**config.mk**
```make
export PLATFORM = sky130hd
export DESIGN_NAME = mod97_base32_address_validator
export DESIGN_NICKNAME = d
export VERILOG_FILES = /design/src/sv/m97_pkg.sv /design/src/sv/m97_front.sv /design/src/sv/m97_queue.sv /design/src/sv/m97_back.sv /design/src/sv/m97_finish.sv /design/src/sv/mod97_base32_address_validator.sv
export SDC_FILE = /design/constraint.sdc
export NUM_CORES = 1
export LEC_CHECK = 0
export ABC_AREA = 1
export BUFFER_PORTS_ARGS = -buffer_cell sky130_fd_sc_hd__buf_2
export CAP_MARGIN = 20
export CORE_MARGIN = 3
export CORE_UTILIZATION = 40
export DETAILED_ROUTE_END_ITERATION = 7
export GPL_ROUTABILITY_DRIVEN = 0
export GPL_TIMING_DRIVEN = 0
export PLACE_DENSITY = 0.59
export SLEW_MARGIN = 15
export SYNTH_ARGS = -nofsm -noshare
export SYNTH_HDL_FRONTEND = slang
export SYNTH_HIERARCHICAL = 1
export SYNTH_SLANG_ARGS = --single-unit
```
**constraint.sdc**
```tcl
create_clock -name aclk -period 18.3 [get_ports aclk]
set_input_delay 1.83 -clock aclk [delete_from_list [all_inputs] [get_ports aclk]]
set_output_delay 1.83 -clock aclk [all_outputs]
set_load 0.02 [all_outputs]
```
**src/sv/m97_pkg.sv**
```systemverilog
// Shared types, constants and arithmetic helpers for the mod-97 address checker.
// No dependencies; every other file in this block imports this package.
package m97_pkg;

    // Geometry of the address string.
    localparam int unsigned TOTAL_LEN   = 36;
    localparam int unsigned LEN_SAT     = 37;
    localparam int unsigned BODY_START  = 4;
    localparam int unsigned QUEUE_DEPTH = 4;

    // Checksum constants.
    localparam logic [6:0] CHECK_BASE = 7'd98;
    // 10^6 mod 97 and 232600 mod 97, so the final append is rem*27 + 91.
    localparam logic [4:0] SHIFT6_MOD = 5'd27;
    localparam logic [6:0] PREFIX_MOD = 7'd91;
    localparam logic [6:0] MODULUS    = 7'd97;
    // Reciprocal of 97 scaled by 2^20, rounded up; exact for inputs below 11522,
    // which covers every body fold (at most 9634) and the final append.
    localparam logic [13:0] RECIP_97  = 14'd10811;
    localparam int unsigned RECIP_SH  = 20;

    // Characters that the checker looks for.
    localparam logic [7:0] CH_N     = 8'h4E;
    localparam logic [7:0] CH_Q     = 8'h51;
    localparam logic [7:0] CH_SPACE = 8'h20;
    localparam logic [7:0] CH_ZERO  = 8'h30;
    localparam logic [7:0] CH_NINE  = 8'h39;
    localparam logic [7:0] CH_SEVEN = 8'h37;

    // Error codes, in priority order.
    localparam logic [2:0] ERR_OK       = 3'd0;
    localparam logic [2:0] ERR_PREFIX   = 3'd1;
    localparam logic [2:0] ERR_LENGTH   = 3'd2;
    localparam logic [2:0] ERR_ALPHABET = 3'd3;
    localparam logic [2:0] ERR_DIGITS   = 3'd4;
    localparam logic [2:0] ERR_CHECKSUM = 3'd5;

    // One classified character as it travels from front to back.
    typedef struct packed {
        logic       is_last;
        logic       is_space;
        logic       is_n;
        logic       is_q;
        logic       is_digit;
        logic [3:0] digit_val;
        logic       sym_ok;
        logic       sym_big;
        logic [5:0] sym_val;
    } m97_token_t;

    // Everything the finish stage needs from one completed string.
    typedef struct packed {
        logic       prefix_fail;
        logic [5:0] kept;
        logic       alpha_bad;
        logic       digits_bad;
        logic [6:0] given;
        logic [6:0] rem;
    } m97_summary_t;

    // Remainder modulo 97 of a value below 11522, by reciprocal multiplication.
    function automatic logic [6:0] mod97(input logic [13:0] x);
        logic [27:0] prod;
        logic [7:0]  quot;
        logic [14:0] back;
        logic [13:0] diff;
        prod = x * RECIP_97;
        quot = prod[RECIP_SH +: 8];
        back = quot * MODULUS;
        diff = x - back[13:0];
        return diff[6:0];
    endfunction

endpackage

```
**src/sv/m97_front.sv**
```systemverilog
// Front end of the mod-97 address checker: accepts characters and classifies them.
// Depends on m97_pkg for the token type and character constants.
module m97_front (
    input  logic                s_valid,
    output logic                s_ready,
    input  logic [7:0]          s_char_code,
    input  logic                s_is_last,
    input  logic                q_full,
    output logic                q_push,
    output m97_pkg::m97_token_t q_token
);
    import m97_pkg::*;

    logic       digit;
    logic       letter_ok;
    logic [7:0] letter_val;

    // A transaction is taken whenever the queue has room.
    assign s_ready = !q_full;
    assign q_push  = s_valid && !q_full;

    // Letters of the alphabet: A-H, J-N, P-V, X, Y (no I, O, W, Z).
    always_comb begin
        digit      = (s_char_code >= CH_ZERO) && (s_char_code <= CH_NINE);
        letter_ok  = ((s_char_code >= 8'h41) && (s_char_code <= 8'h48)) ||
                     ((s_char_code >= 8'h4A) && (s_char_code <= 8'h4E)) ||
                     ((s_char_code >= 8'h50) && (s_char_code <= 8'h56)) ||
                     (s_char_code == 8'h58) || (s_char_code == 8'h59);
        letter_val = s_char_code - CH_SEVEN;
    end

    // Build the classified token.
    always_comb begin
        q_token.is_last   = s_is_last;
        q_token.is_space  = (s_char_code == CH_SPACE);
        q_token.is_n      = (s_char_code == CH_N);
        q_token.is_q      = (s_char_code == CH_Q);
        q_token.is_digit  = digit;
        q_token.digit_val = 4'(s_char_code - CH_ZERO);
        q_token.sym_ok    = digit || letter_ok;
        q_token.sym_big   = letter_ok;
        q_token.sym_val   = digit ? {2'b00, q_token.digit_val} : letter_val[5:0];
    end

endmodule

```
**src/sv/m97_queue.sv**
```systemverilog
// Short first-in first-out queue of classified tokens between front and back.
// Depends on m97_pkg for the token type.
module m97_queue #(
    parameter int unsigned DEPTH = m97_pkg::QUEUE_DEPTH
) (
    input  logic                aclk,
    input  logic                aresetn,
    input  logic                push,
    input  m97_pkg::m97_token_t push_token,
    output logic                full,
    input  logic                pop,
    output logic                not_empty,
    output m97_pkg::m97_token_t head_token
);
    import m97_pkg::*;

    localparam int unsigned PW = (DEPTH > 1) ? $clog2(DEPTH) : 1;
    localparam int unsigned CW = $clog2(DEPTH + 1);

    m97_token_t    mem [DEPTH];
    logic [PW-1:0] wr_ptr_reg, wr_ptr_next;
    logic [PW-1:0] rd_ptr_reg, rd_ptr_next;
    logic [CW-1:0] count_reg, count_next;

    assign full       = (count_reg == CW'(DEPTH));
    assign not_empty  = (count_reg != '0);
    assign head_token = mem[rd_ptr_reg];

    // Pointer and fill count updates, wrapping at the depth.
    always_comb begin
        wr_ptr_next = wr_ptr_reg;
        rd_ptr_next = rd_ptr_reg;
        count_next  = count_reg;
        if (push) begin
            wr_ptr_next = (wr_ptr_reg == PW'(DEPTH - 1)) ? '0 : wr_ptr_reg + 1'b1;
        end
        if (pop) begin
            rd_ptr_next = (rd_ptr_reg == PW'(DEPTH - 1)) ? '0 : rd_ptr_reg + 1'b1;
        end
        if (push && !pop) begin
            count_next = count_reg + 1'b1;
        end else if (pop && !push) begin
            count_next = count_reg - 1'b1;
        end
    end

    always_ff @(posedge aclk) begin
        if (!aresetn) begin
            wr_ptr_reg <= '0;
            rd_ptr_reg <= '0;
            count_reg  <= '0;
        end else begin
            wr_ptr_reg <= wr_ptr_next;
            rd_ptr_reg <= rd_ptr_next;
            count_reg  <= count_next;
        end
    end

    // Token storage needs no reset.
    always_ff @(posedge aclk) begin
        if (push) begin
            mem[wr_ptr_reg] <= push_token;
        end
    end

endmodule

```
**src/sv/m97_back.sv**
```systemverilog
// Back end of the mod-97 address checker: per-string state and the mod-97 fold.
// Depends on m97_pkg for the token and summary types and the mod97 helper.
module m97_back (
    input  logic                  aclk,
    input  logic                  aresetn,
    input  logic                  tok_valid,
    input  m97_pkg::m97_token_t   tok,
    output logic                  tok_pop,
    output logic                  sum_valid,
    output m97_pkg::m97_summary_t sum,
    input  logic                  sum_take
);
    import m97_pkg::*;

    logic [1:0]   raw_pos_reg, raw_pos_next;
    logic [5:0]   kept_reg, kept_next;
    logic [6:0]   rem_reg, rem_next;
    logic [6:0]   given_reg, given_next;
    logic         prefix_bad_reg, prefix_bad_next;
    logic         alpha_bad_reg, alpha_bad_next;
    logic         digits_bad_reg, digits_bad_next;
    logic         sum_valid_reg;
    m97_summary_t sum_reg;
    m97_summary_t sum_next;
    logic         sum_free;
    logic [10:0]  given_wide;
    logic [13:0]  fold_in;

    // A last token may only move on when the summary slot is free.
    assign sum_free  = !sum_valid_reg || sum_take;
    assign tok_pop   = tok_valid && (!tok.is_last || sum_free);
    assign sum_valid = sum_valid_reg;
    assign sum       = sum_reg;

    // Running digit value and remainder fold for the current character.
    always_comb begin
        given_wide = given_reg * 4'd10 + {7'd0, tok.digit_val};
        fold_in    = rem_reg * (tok.sym_big ? 7'd100 : 7'd10) + {8'd0, tok.sym_val};
    end

    // State update for one character.
    always_comb begin
        raw_pos_next    = raw_pos_reg;
        kept_next       = kept_reg;
        rem_next        = rem_reg;
        given_next      = given_reg;
        prefix_bad_next = prefix_bad_reg;
        alpha_bad_next  = alpha_bad_reg;
        digits_bad_next = digits_bad_reg;

        if ((raw_pos_reg == 2'd0 && !tok.is_n) || (raw_pos_reg == 2'd1 && !tok.is_q)) begin
            prefix_bad_next = 1'b1;
        end
        if (raw_pos_reg != 2'd2) begin
            raw_pos_next = raw_pos_reg + 1'b1;
        end

        if (!tok.is_space) begin
            if (kept_reg == 6'd2 || kept_reg == 6'd3) begin
                if (tok.is_digit) begin
                    given_next = given_wide[6:0];
                end else begin
                    digits_bad_next = 1'b1;
                end
            end else if (kept_reg >= 6'(BODY_START) && kept_reg < 6'(TOTAL_LEN)) begin
                if (tok.sym_ok) begin
                    rem_next = mod97(fold_in);
                end else begin
                    alpha_bad_next = 1'b1;
                end
            end
            if (kept_reg != 6'(LEN_SAT)) begin
                kept_next = kept_reg + 1'b1;
            end
        end

        sum_next.prefix_fail = prefix_bad_next || (raw_pos_next != 2'd2);
        sum_next.kept        = kept_next;
        sum_next.alpha_bad   = alpha_bad_next;
        sum_next.digits_bad  = digits_bad_next;
        sum_next.given       = given_next;
        sum_next.rem         = rem_next;
    end

    // Per-string state; a last token hands its summary over and clears it.
    always_ff @(posedge aclk) begin
        if (!aresetn) begin
            raw_pos_reg    <= '0;
            kept_reg       <= '0;
            rem_reg        <= '0;
            given_reg      <= '0;
            prefix_bad_reg <= 1'b0;
            alpha_bad_reg  <= 1'b0;
            digits_bad_reg <= 1'b0;
            sum_valid_reg  <= 1'b0;
        end else begin
            if (tok_pop) begin
                if (tok.is_last) begin
                    raw_pos_reg    <= '0;
                    kept_reg       <= '0;
                    rem_reg        <= '0;
                    given_reg      <= '0;
                    prefix_bad_reg <= 1'b0;
                    alpha_bad_reg  <= 1'b0;
                    digits_bad_reg <= 1'b0;
                end else begin
                    raw_pos_reg    <= raw_pos_next;
                    kept_reg       <= kept_next;
                    rem_reg        <= rem_next;
                    given_reg      <= given_next;
                    prefix_bad_reg <= prefix_bad_next;
                    alpha_bad_reg  <= alpha_bad_next;
                    digits_bad_reg <= digits_bad_next;
                end
            end
            if (tok_pop && tok.is_last) begin
                sum_valid_reg <= 1'b1;
            end else if (sum_take) begin
                sum_valid_reg <= 1'b0;
            end
        end
    end

    // Summary payload needs no reset.
    always_ff @(posedge aclk) begin
        if (tok_pop && tok.is_last) begin
            sum_reg <= sum_next;
        end
    end

endmodule

```
**src/sv/m97_finish.sv**
```systemverilog
// Finish stage of the mod-97 address checker: final append, error priority, result register.
// Depends on m97_pkg for the summary type, error codes and the mod97 helper.
module m97_finish (
    input  logic                  aclk,
    input  logic                  aresetn,
    input  logic                  sum_valid,
    input  m97_pkg::m97_summary_t sum,
    output logic                  sum_take,
    output logic                  m_valid,
    input  logic                  m_ready,
    output logic                  m_valid_res,
    output logic [2:0]            m_error_code,
    output logic [6:0]            m_computed_check
);
    import m97_pkg::*;

    logic        m_valid_reg;
    logic        res_reg;
    logic [2:0]  err_reg, err_next;
    logic [6:0]  check_reg, check_next;
    logic [11:0] append;
    logic [6:0]  fin;
    logic [6:0]  computed;
    logic        out_free;

    assign out_free         = !m_valid_reg || m_ready;
    assign sum_take         = sum_valid && out_free;
    assign m_valid          = m_valid_reg;
    assign m_valid_res      = res_reg;
    assign m_error_code     = err_reg;
    assign m_computed_check = check_reg;

    // Append the prefix constant and form the check value.
    always_comb begin
        append   = sum.rem * SHIFT6_MOD + {5'd0, PREFIX_MOD};
        fin      = mod97({2'b00, append});
        computed = CHECK_BASE - fin;
    end

    // First failing check wins.
    always_comb begin
        if (sum.prefix_fail) begin
            err_next = ERR_PREFIX;
        end else if (sum.kept != 6'(TOTAL_LEN)) begin
            err_next = ERR_LENGTH;
        end else if (sum.alpha_bad) begin
            err_next = ERR_ALPHABET;
        end else if (sum.digits_bad) begin
            err_next = ERR_DIGITS;
        end else if (sum.given != computed) begin
            err_next = ERR_CHECKSUM;
        end else begin
            err_next = ERR_OK;
        end
        if (err_next == ERR_PREFIX || err_next == ERR_LENGTH || err_next == ERR_ALPHABET) begin
            check_next = '0;
        end else begin
            check_next = computed;
        end
    end

    // Result register; it refills in the cycle the receiver takes the old result.
    always_ff @(posedge aclk) begin
        if (!aresetn) begin
            m_valid_reg <= 1'b0;
        end else if (out_free) begin
            m_valid_reg <= sum_valid;
        end
    end

    always_ff @(posedge aclk) begin
        if (sum_take) begin
            res_reg   <= (err_next == ERR_OK);
            err_reg   <= err_next;
            check_reg <= check_next;
        end
    end

endmodule

```
**src/sv/mod97_base32_address_validator.sv**
```systemverilog
// Top level of the mod-97 address checker: front, token queue, back and finish stage.
// Depends on m97_pkg, m97_front, m97_queue, m97_back and m97_finish.
//
// Usage: the address string arrives one character per transaction on the s_
// channel (s_char_code, s_is_last). Exactly one result transaction leaves on
// the m_ channel for each character marked last; other characters give none.
// The result carries m_valid_res, m_error_code (0 ok, 1 prefix, 2 length,
// 3 alphabet, 4 check digits, 5 checksum) and m_computed_check.
// Throughput: one character per cycle while the receiver keeps taking results;
// each body character passes through the single mod-97 fold in the back end.
// Path: a last character passes through the queue entry, the back-end summary
// register and the finish register before its result is shown on m_valid.
// Reset (aresetn low, synchronous) empties the queue, clears all string
// state and drops m_valid. When the receiver holds off m_ready, the result
// waits in the output register, one more summary waits in the back end, and
// characters keep flowing into the queue until it is full; s_ready then falls.
module mod97_base32_address_validator #(
    parameter int unsigned QUEUE_DEPTH = m97_pkg::QUEUE_DEPTH
) (
    input  logic       aclk,
    input  logic       aresetn,
    input  logic       s_valid,
    output logic       s_ready,
    input  logic [7:0] s_char_code,
    input  logic       s_is_last,
    output logic       m_valid,
    input  logic       m_ready,
    output logic       m_valid_res,
    output logic [2:0] m_error_code,
    output logic [6:0] m_computed_check
);
    import m97_pkg::*;

    logic         q_full;
    logic         q_push;
    m97_token_t   q_in;
    logic         q_pop;
    logic         q_not_empty;
    m97_token_t   q_head;
    logic         sum_valid;
    m97_summary_t sum;
    logic         sum_take;

    // Classify incoming characters.
    m97_front u_front (
        .s_valid     (s_valid),
        .s_ready     (s_ready),
        .s_char_code (s_char_code),
        .s_is_last   (s_is_last),
        .q_full      (q_full),
        .q_push      (q_push),
        .q_token     (q_in)
    );

    // Decouple front from back.
    m97_queue #(
        .DEPTH (QUEUE_DEPTH)
    ) u_queue (
        .aclk       (aclk),
        .aresetn    (aresetn),
        .push       (q_push),
        .push_token (q_in),
        .full       (q_full),
        .pop        (q_pop),
        .not_empty  (q_not_empty),
        .head_token (q_head)
    );

    // Per-string checks and remainder fold.
    m97_back u_back (
        .aclk      (aclk),
        .aresetn   (aresetn),
        .tok_valid (q_not_empty),
        .tok       (q_head),
        .tok_pop   (q_pop),
        .sum_valid (sum_valid),
        .sum       (sum),
        .sum_take  (sum_take)
    );

    // Final check value and result register.
    m97_finish u_finish (
        .aclk             (aclk),
        .aresetn          (aresetn),
        .sum_valid        (sum_valid),
        .sum              (sum),
        .sum_take         (sum_take),
        .m_valid          (m_valid),
        .m_ready          (m_ready),
        .m_valid_res      (m_valid_res),
        .m_error_code     (m_error_code),
        .m_computed_check (m_computed_check)
    );

endmodule

```
==> metrics, run 1 <==
Syn Inst Count=1865; area grow syn2layout=8.41%; Startpoint Class=flop; I/O Buffers=22; most frequent CP cell=nand2_1; R2R cell count=63; Worst Skew=11.4 ps; CP Class=reg2reg; Row Count=73; global-route wire length before repair=55100 um; Synth area leader=ha_1; Rel. slew slack=32.0%; unrepaired setup endpoints after global routing=false; worst hold path class=reg2reg; largest net degree at the start of global routing=25; Detailed Place HPWL=26700 um; io pins=26; Synth area leaders=ha_1 (25%), edfxtp_1 (19%), fa_1 (15%), inv_1 (10%), nand2_1 (7.5%); hold_buf cts=0; routed len/inst=13.2 um; layout cells sized above 1=6.61%; Die Footprint=43000 sq um; CTS buffer count=17; Reg clk slew, reported paths=60 ps; post_cts resized=0; initial antenna violation count=0; final setup TNS=0 ps; post-CTS setup buffers=0; Final #Nets=2366; final core utilization=44.0%; Synth warnings=6; via count=11600; FF+latch count, synth=138; Antenna diodes=0; register area share after synthesis=23.3%; Via density=4.74; worst stage delay on the critical path=550 ps; met3 Use GR=1.57%; initial core utilization=40.6%; Tot GR Track Use=15.3%; met2 track demand over resource=26.9%; CTS sink cnt=138; final antenna-violating net count=0; Unique masters post-synth=48; Worst Max-Slew Pin Slew=1010 ps; crit end category=flop; Reg2Reg Setup Slack=5930 ps; Overflow after GRT=0; CP Data Required Time=18450 ps; Post-route DRC=0; Synth top area share=24.8%; root buffer cell=clkbuf_16; DRT iter0 DRCs=591; Mapped Area=16200 sq um; Final Hold Viols=0; fmax=0.0808 GHz; # setup viols final=0; M1 GR Usage=20.8%; CP arrival=12510 ps; Main synth FF type=edfxtp_1; Most Used Layer, Global Route=met2; Max Root-Sink Buffers=2; TritonCTS clock tree=yes; Die Ht=207 um; die extent in x=207 um; Slowest-stage cell, CP=fa_1; vias in the first global route=11700; TritonRoute pass-1 iters=6; number of synthesized flops with an enable pin=102; max-cap viol count=0; Synthesized Nets=2324; core area=39900 sq um; critical path fanouts, max=10; max FFs per register=68; H-Tree Level Count=4; post-layout min period=12370 ps; CP endpoint=u_back/sum[6]$_DFFE_PP_; max-slew violation count=0; outcome=finished clean; reg2reg end=u_back/sum[6]$_DFFE_PP_; syn_area_per_cell=8.69 sq um; final WL=32300 um; Post-synth ARST share=0%; Final period util=67.6%; Clock Latency Late Sink=410 ps
cell usage after synthesis, types with 2 or more instances:
| library cell | number |
|---|---|
| a21boi_0 | 4 |
| a21o_1 | 6 |
| a21oi_1 | 79 |
| a21oi_2 | 3 |
| a31oi_1 | 5 |
| buf_4 | 9 |
| buf_6 | 8 |
| clkbuf_1 | 12 |
| conb_1 | 2 |
| dfxtp_1 | 36 |
| edfxtp_1 | 102 |
| fa_1 | 125 |
| ha_1 | 321 |
| inv_1 | 432 |
| inv_2 | 8 |
| inv_4 | 2 |
| nand2_1 | 322 |
| nand2_2 | 11 |
| nand2_4 | 3 |
| nand3_1 | 54 |
| nand3_2 | 2 |
| nand4_1 | 15 |
| nor2_1 | 110 |
| nor2_2 | 3 |
| nor3_1 | 11 |
| o21a_1 | 4 |
| o21ai_0 | 41 |
| o21ai_1 | 17 |
| o21ai_2 | 11 |
| o21bai_1 | 9 |
| o21bai_2 | 2 |
| o22ai_1 | 19 |
| or2_2 | 5 |
| xnor2_1 | 23 |
| xor2_1 | 36 |
worst max-delay path: cells and delay by family (launching register included):
kind | cells | cell delay, ps
flip-flops | 1 | 440
AND/OR/NAND/NOR | 20 | 2310
XOR/XNOR | 2 | 370
adder cells (fa/ha/maj) | 15 | 5640
AO/OA/AOI/OAI | 10 | 1460
buffers and inverters | 16 | 1830
kinds of logic (layout without fill, tap and decap cells):
group                      after synthesis  count (layout)  share of synthesized area (%)
and+or+nand+nor                        543             543                           14.2
adders and majority gates              446             446                           40.2
buffers and inverters                  472             527                           11.5
DFF                                    138             138                           23.3
other                                    2               2                         0.0463
AOI/OAI and AO/OA                      204             204                           7.33
xor gates and xnor gates                60              60                           3.36
cells in the final DEF (no fill, tap or decap), types with 4 or more instances in the layout:
| cell type | n |
|---|---|
| o21ai_2 | 11 |
| nor3_1 | 11 |
| o21ai_1 | 17 |
| clkbuf_16 | 17 |
| nor2_1 | 110 |
| a31oi_1 | 5 |
| a21o_1 | 6 |
| ha_1 | 321 |
| o21bai_1 | 9 |
| o21ai_0 | 41 |
| buf_6 | 9 |
| inv_1 | 432 |
| edfxtp_1 | 102 |
| xnor2_1 | 22 |
| fa_1 | 125 |
| or2_2 | 5 |
| a21boi_0 | 4 |
| buf_4 | 9 |
| nand2_2 | 11 |
| xor2_1 | 36 |
| buf_2 | 23 |
| inv_2 | 8 |
| inv_6 | 4 |
| clkbuf_1 | 13 |
| nand2_1 | 322 |
| dfxtp_1 | 36 |
| nand3_1 | 54 |
| a21oi_2 | 4 |
| o21a_1 | 4 |
| o22ai_1 | 19 |
| a21oi_1 | 78 |
| nand4_1 | 15 |
stage by stage:
step                instance area, sq um  cells  hold slack, ps  setup WS, ps
finish                             17600   2445             447          5930
global route                       17600   2445             489          4850
CTS                                17600   2445             453          5840
detailed placement                 17000   2413             444          5880
global placement                   17000   2412             434          5950
floorplan                          16200   1865             421          7410
worst min path at each step:
stage	start	cells past startpoint	endpoint	slack, ps
CTS	u_back/prefix_bad_reg$_SDFFE_PN0P_	2	u_back/prefix_bad_reg$_SDFFE_PN0P_	450
global placement	u_back/prefix_bad_reg$_SDFFE_PN0P_	2	u_back/prefix_bad_reg$_SDFFE_PN0P_	430
floorplan	u_back/alpha_bad_reg$_SDFFE_PN0P_	2	u_back/alpha_bad_reg$_SDFFE_PN0P_	420
finish	u_back/prefix_bad_reg$_SDFFE_PN0P_	2	u_back/prefix_bad_reg$_SDFFE_PN0P_	450
detailed placement	u_back/prefix_bad_reg$_SDFFE_PN0P_	2	u_back/prefix_bad_reg$_SDFFE_PN0P_	440
global route	u_back/prefix_bad_reg$_SDFFE_PN0P_	2	u_back/prefix_bad_reg$_SDFFE_PN0P_	490
per-layer routing:
metal,routed length [um],vias up
met3,846,21
met2,15600,163
met1,15600,5421
met4,264,0
li1,-,5984
met5,0,-
cell type report:
class / count / area (sq um)
Timing Repair Buffer: 23 / 121
Sequential cell: 138 / 3780
Buffer: 30 / 208
Clock inverter: 14 / 145
Tap cell: 525 / 657
Clock buffer: 18 / 429
Fill cell: 3905 / 22300
Inverter: 442 / 1660
Multi-Input combinational cell: 1255 / 10600
Power of run 1 is not shown: default switching activity piles up to over one toggle a cycle in this logic, so the estimate is an artifact.
==> run 2, diff against run 1 <==
--- a/config.mk
+++ b/config.mk
@@ -13,7 +13,7 @@
 export DETAILED_ROUTE_END_ITERATION = 7
 export GPL_ROUTABILITY_DRIVEN = 0
 export GPL_TIMING_DRIVEN = 0
-export PLACE_DENSITY = 0.59
+export PLACE_DENSITY = 0.61
 export SLEW_MARGIN = 15
 export SYNTH_ARGS = -nofsm -noshare
 export SYNTH_HDL_FRONTEND = slang
==> constraint.sdc (replaced) <==
create_clock -name aclk -period 10.83 [get_ports aclk]
set_input_delay 1.083 -clock aclk [delete_from_list [all_inputs] [get_ports aclk]]
set_output_delay 1.083 -clock aclk [all_outputs]
set_load 0.02 [all_outputs]
==> metrics, run 2 (synthesized netlist as in run 1, its figures left out) <==
most frequent CP cell=inv_1; max-cap viol count=0 (unchanged); I/O Buffers=22 (unchanged); placed insts=2412 (-0.041%); CP arrival=10640 ps (-1870 ps); Post-Layout Cell Count=2507 (+2.5%); via count=12100 (+4.6%); hold_buf cts=0 (unchanged); Die Footprint=43000 sq um (unchanged); global-route wire length before repair=57000 um (+3.4%); max FFs per register=68 (unchanged); DRT iter0 DRCs=636 (+7.6%); die extent in x=207 um (unchanged); fmax=0.0954 GHz (+18%); TritonCTS clock tree=yes; Detailed Place HPWL=26900 um (+0.71%); Seq. cell area=3790 sq um (+0.13%); area grow syn2layout=16.7%; CTS buffer count=17 (unchanged); Overflow after GRT=0 (unchanged); initial antenna violation count=0 (unchanged); worst hold path class=reg2reg; final core utilization=47.4% (+3.4 points); post-layout min period=10480 ps (-1890 ps); post-place setup slack=-1580 ps (-7460 ps); initial core utilization=40.6% (unchanged); CTS sink cnt=138 (unchanged); largest net degree at the start of global routing=25 (unchanged); routed len/inst=13.7 um (+3.7%); io pins=26 (unchanged); layout cells sized above 1=15.7% (+9.1 points); Post-route DRC=0 (unchanged); Rel. slew slack=41.0% (+9.0 points); H-Tree Level Count=4 (unchanged); most frequent cells in the layout=inv_1 (413), nand2_1 (299), ha_1 (293), fa_1 (120); vias in the first global route=12100 (+3.8%); CP Class=reg2reg; final WL=34300 um (+6.3%); Final #Nets=2428 (+2.6%); Worst Max-Slew Pin Slew=885 ps (-129 ps); # setup viols final=0 (unchanged); final antenna-violating net count=0 (unchanged); Row Count=73 (unchanged); TritonRoute pass-1 iters=7 (+1); worst stage delay on the critical path=540 ps (about the same); Antenna diodes=0 (unchanged); commonest non-fill, non-tap cell in the layout=inv_1; Reg clk slew, reported paths=60 ps (about the same); Final Hold Viols=0 (unchanged); Final period util=96.8% (+29 points); core area=39900 sq um (unchanged); Startpoint Class=flop; Slowest-stage cell, CP=fa_1; Max Root-Sink Buffers=2 (unchanged); Via density=4.84 (+2.0%); CP Data Required Time=10990 ps (-7460 ps); number of fill cells=3714 (-4.9%); Die Ht=207 um (unchanged); area of the multi-input gates=11300 sq um (+7.3%); outcome=finished clean; crit end category=flop; Worst Skew=11.8 ps (+0.462 ps); Final WS setup=346 ps (-5580 ps); Tot GR Track Use=15.8% (+0.52 points); root buffer cell=clkbuf_16; Clock Latency Late Sink=420 ps (about the same); max-slew violation count=0 (unchanged); critical path fanouts, max=7 (-3)
-- run 2: cell count changes in the layout (fill, tap and decap cells not counted), sizes merged --
| cell | previous run | this run |
|---|---|---|
| clkinvlp | 2 | 5 |
| bufinv | 2 | 1 |
| buf | 41 | 103 |
| clkinv | 6 | 4 |
-- run 2: per-layer routing --
metal  global-route usage [%]  wire length, um
met1                     21.0            15900
met2                     28.0            17300
met3                     1.87              815
met4                     3.21              344
met5                        0                0
-- run 2: final timing paths --
check                                startpoint                            endpoint  slack, ps  cells past startpoint
max                                        flop             u_back/sum[6]$_DFFE_PP_        350                     58
max reg2reg                                flop             u_back/sum[6]$_DFFE_PP_        350                     58
min          u_back/prefix_bad_reg$_SDFFE_PN0P_  u_back/prefix_bad_reg$_SDFFE_PN0P_        450                      2
min reg2reg  u_back/prefix_bad_reg$_SDFFE_PN0P_  u_back/prefix_bad_reg$_SDFFE_PN0P_        450                      2
-- run 2: cell type report --
class | instances | share of cell area [%]
Multi-Input combinational cell | 1255 | 59.9
Clock buffer | 18 | 2.27
Sequential cell | 138 | 20.0
Tap cell | 525 | 3.47
Timing Repair Buffer | 85 | 3.27
Clock inverter | 14 | 0.734
Inverter | 442 | 8.87
Buffer | 30 | 1.41
-- run 2: metrics by stage --
stage / instance area, sq um / setup TNS (ps) / hold slack, ps
finish: 18900 / 0 / 449
global route: 18900 / -308 / 465
CTS: 18000 / -4.31 / 449
detailed placement: 17000 / -14570 / 440
global placement: 17000 / -11730 / 434
floorplan: 16200 / 0 / 421
-- run 2: worst max-delay path: cells and delay by family, from the launching register on --
family | cells | cell delay (ps)
buf+inv | 17 | 1320
compound gates | 6 | 760
xor+xnor | 3 | 520
simple gates | 17 | 1740
fa+ha+maj | 15 | 5510
flops | 1 | 330
-- run 2: timing repair --
| action | in CTS | in global routing |
|---|---|---|
| pin swaps | 20 | 71 |
| buffers inserted | 22 | 41 |
| gates resized for setup | 58 | 113 |
| setup endpoints to repair | 19 | 11 |
| cloned | 0 | 0 |
Power of run 2 is left out for the same reason.
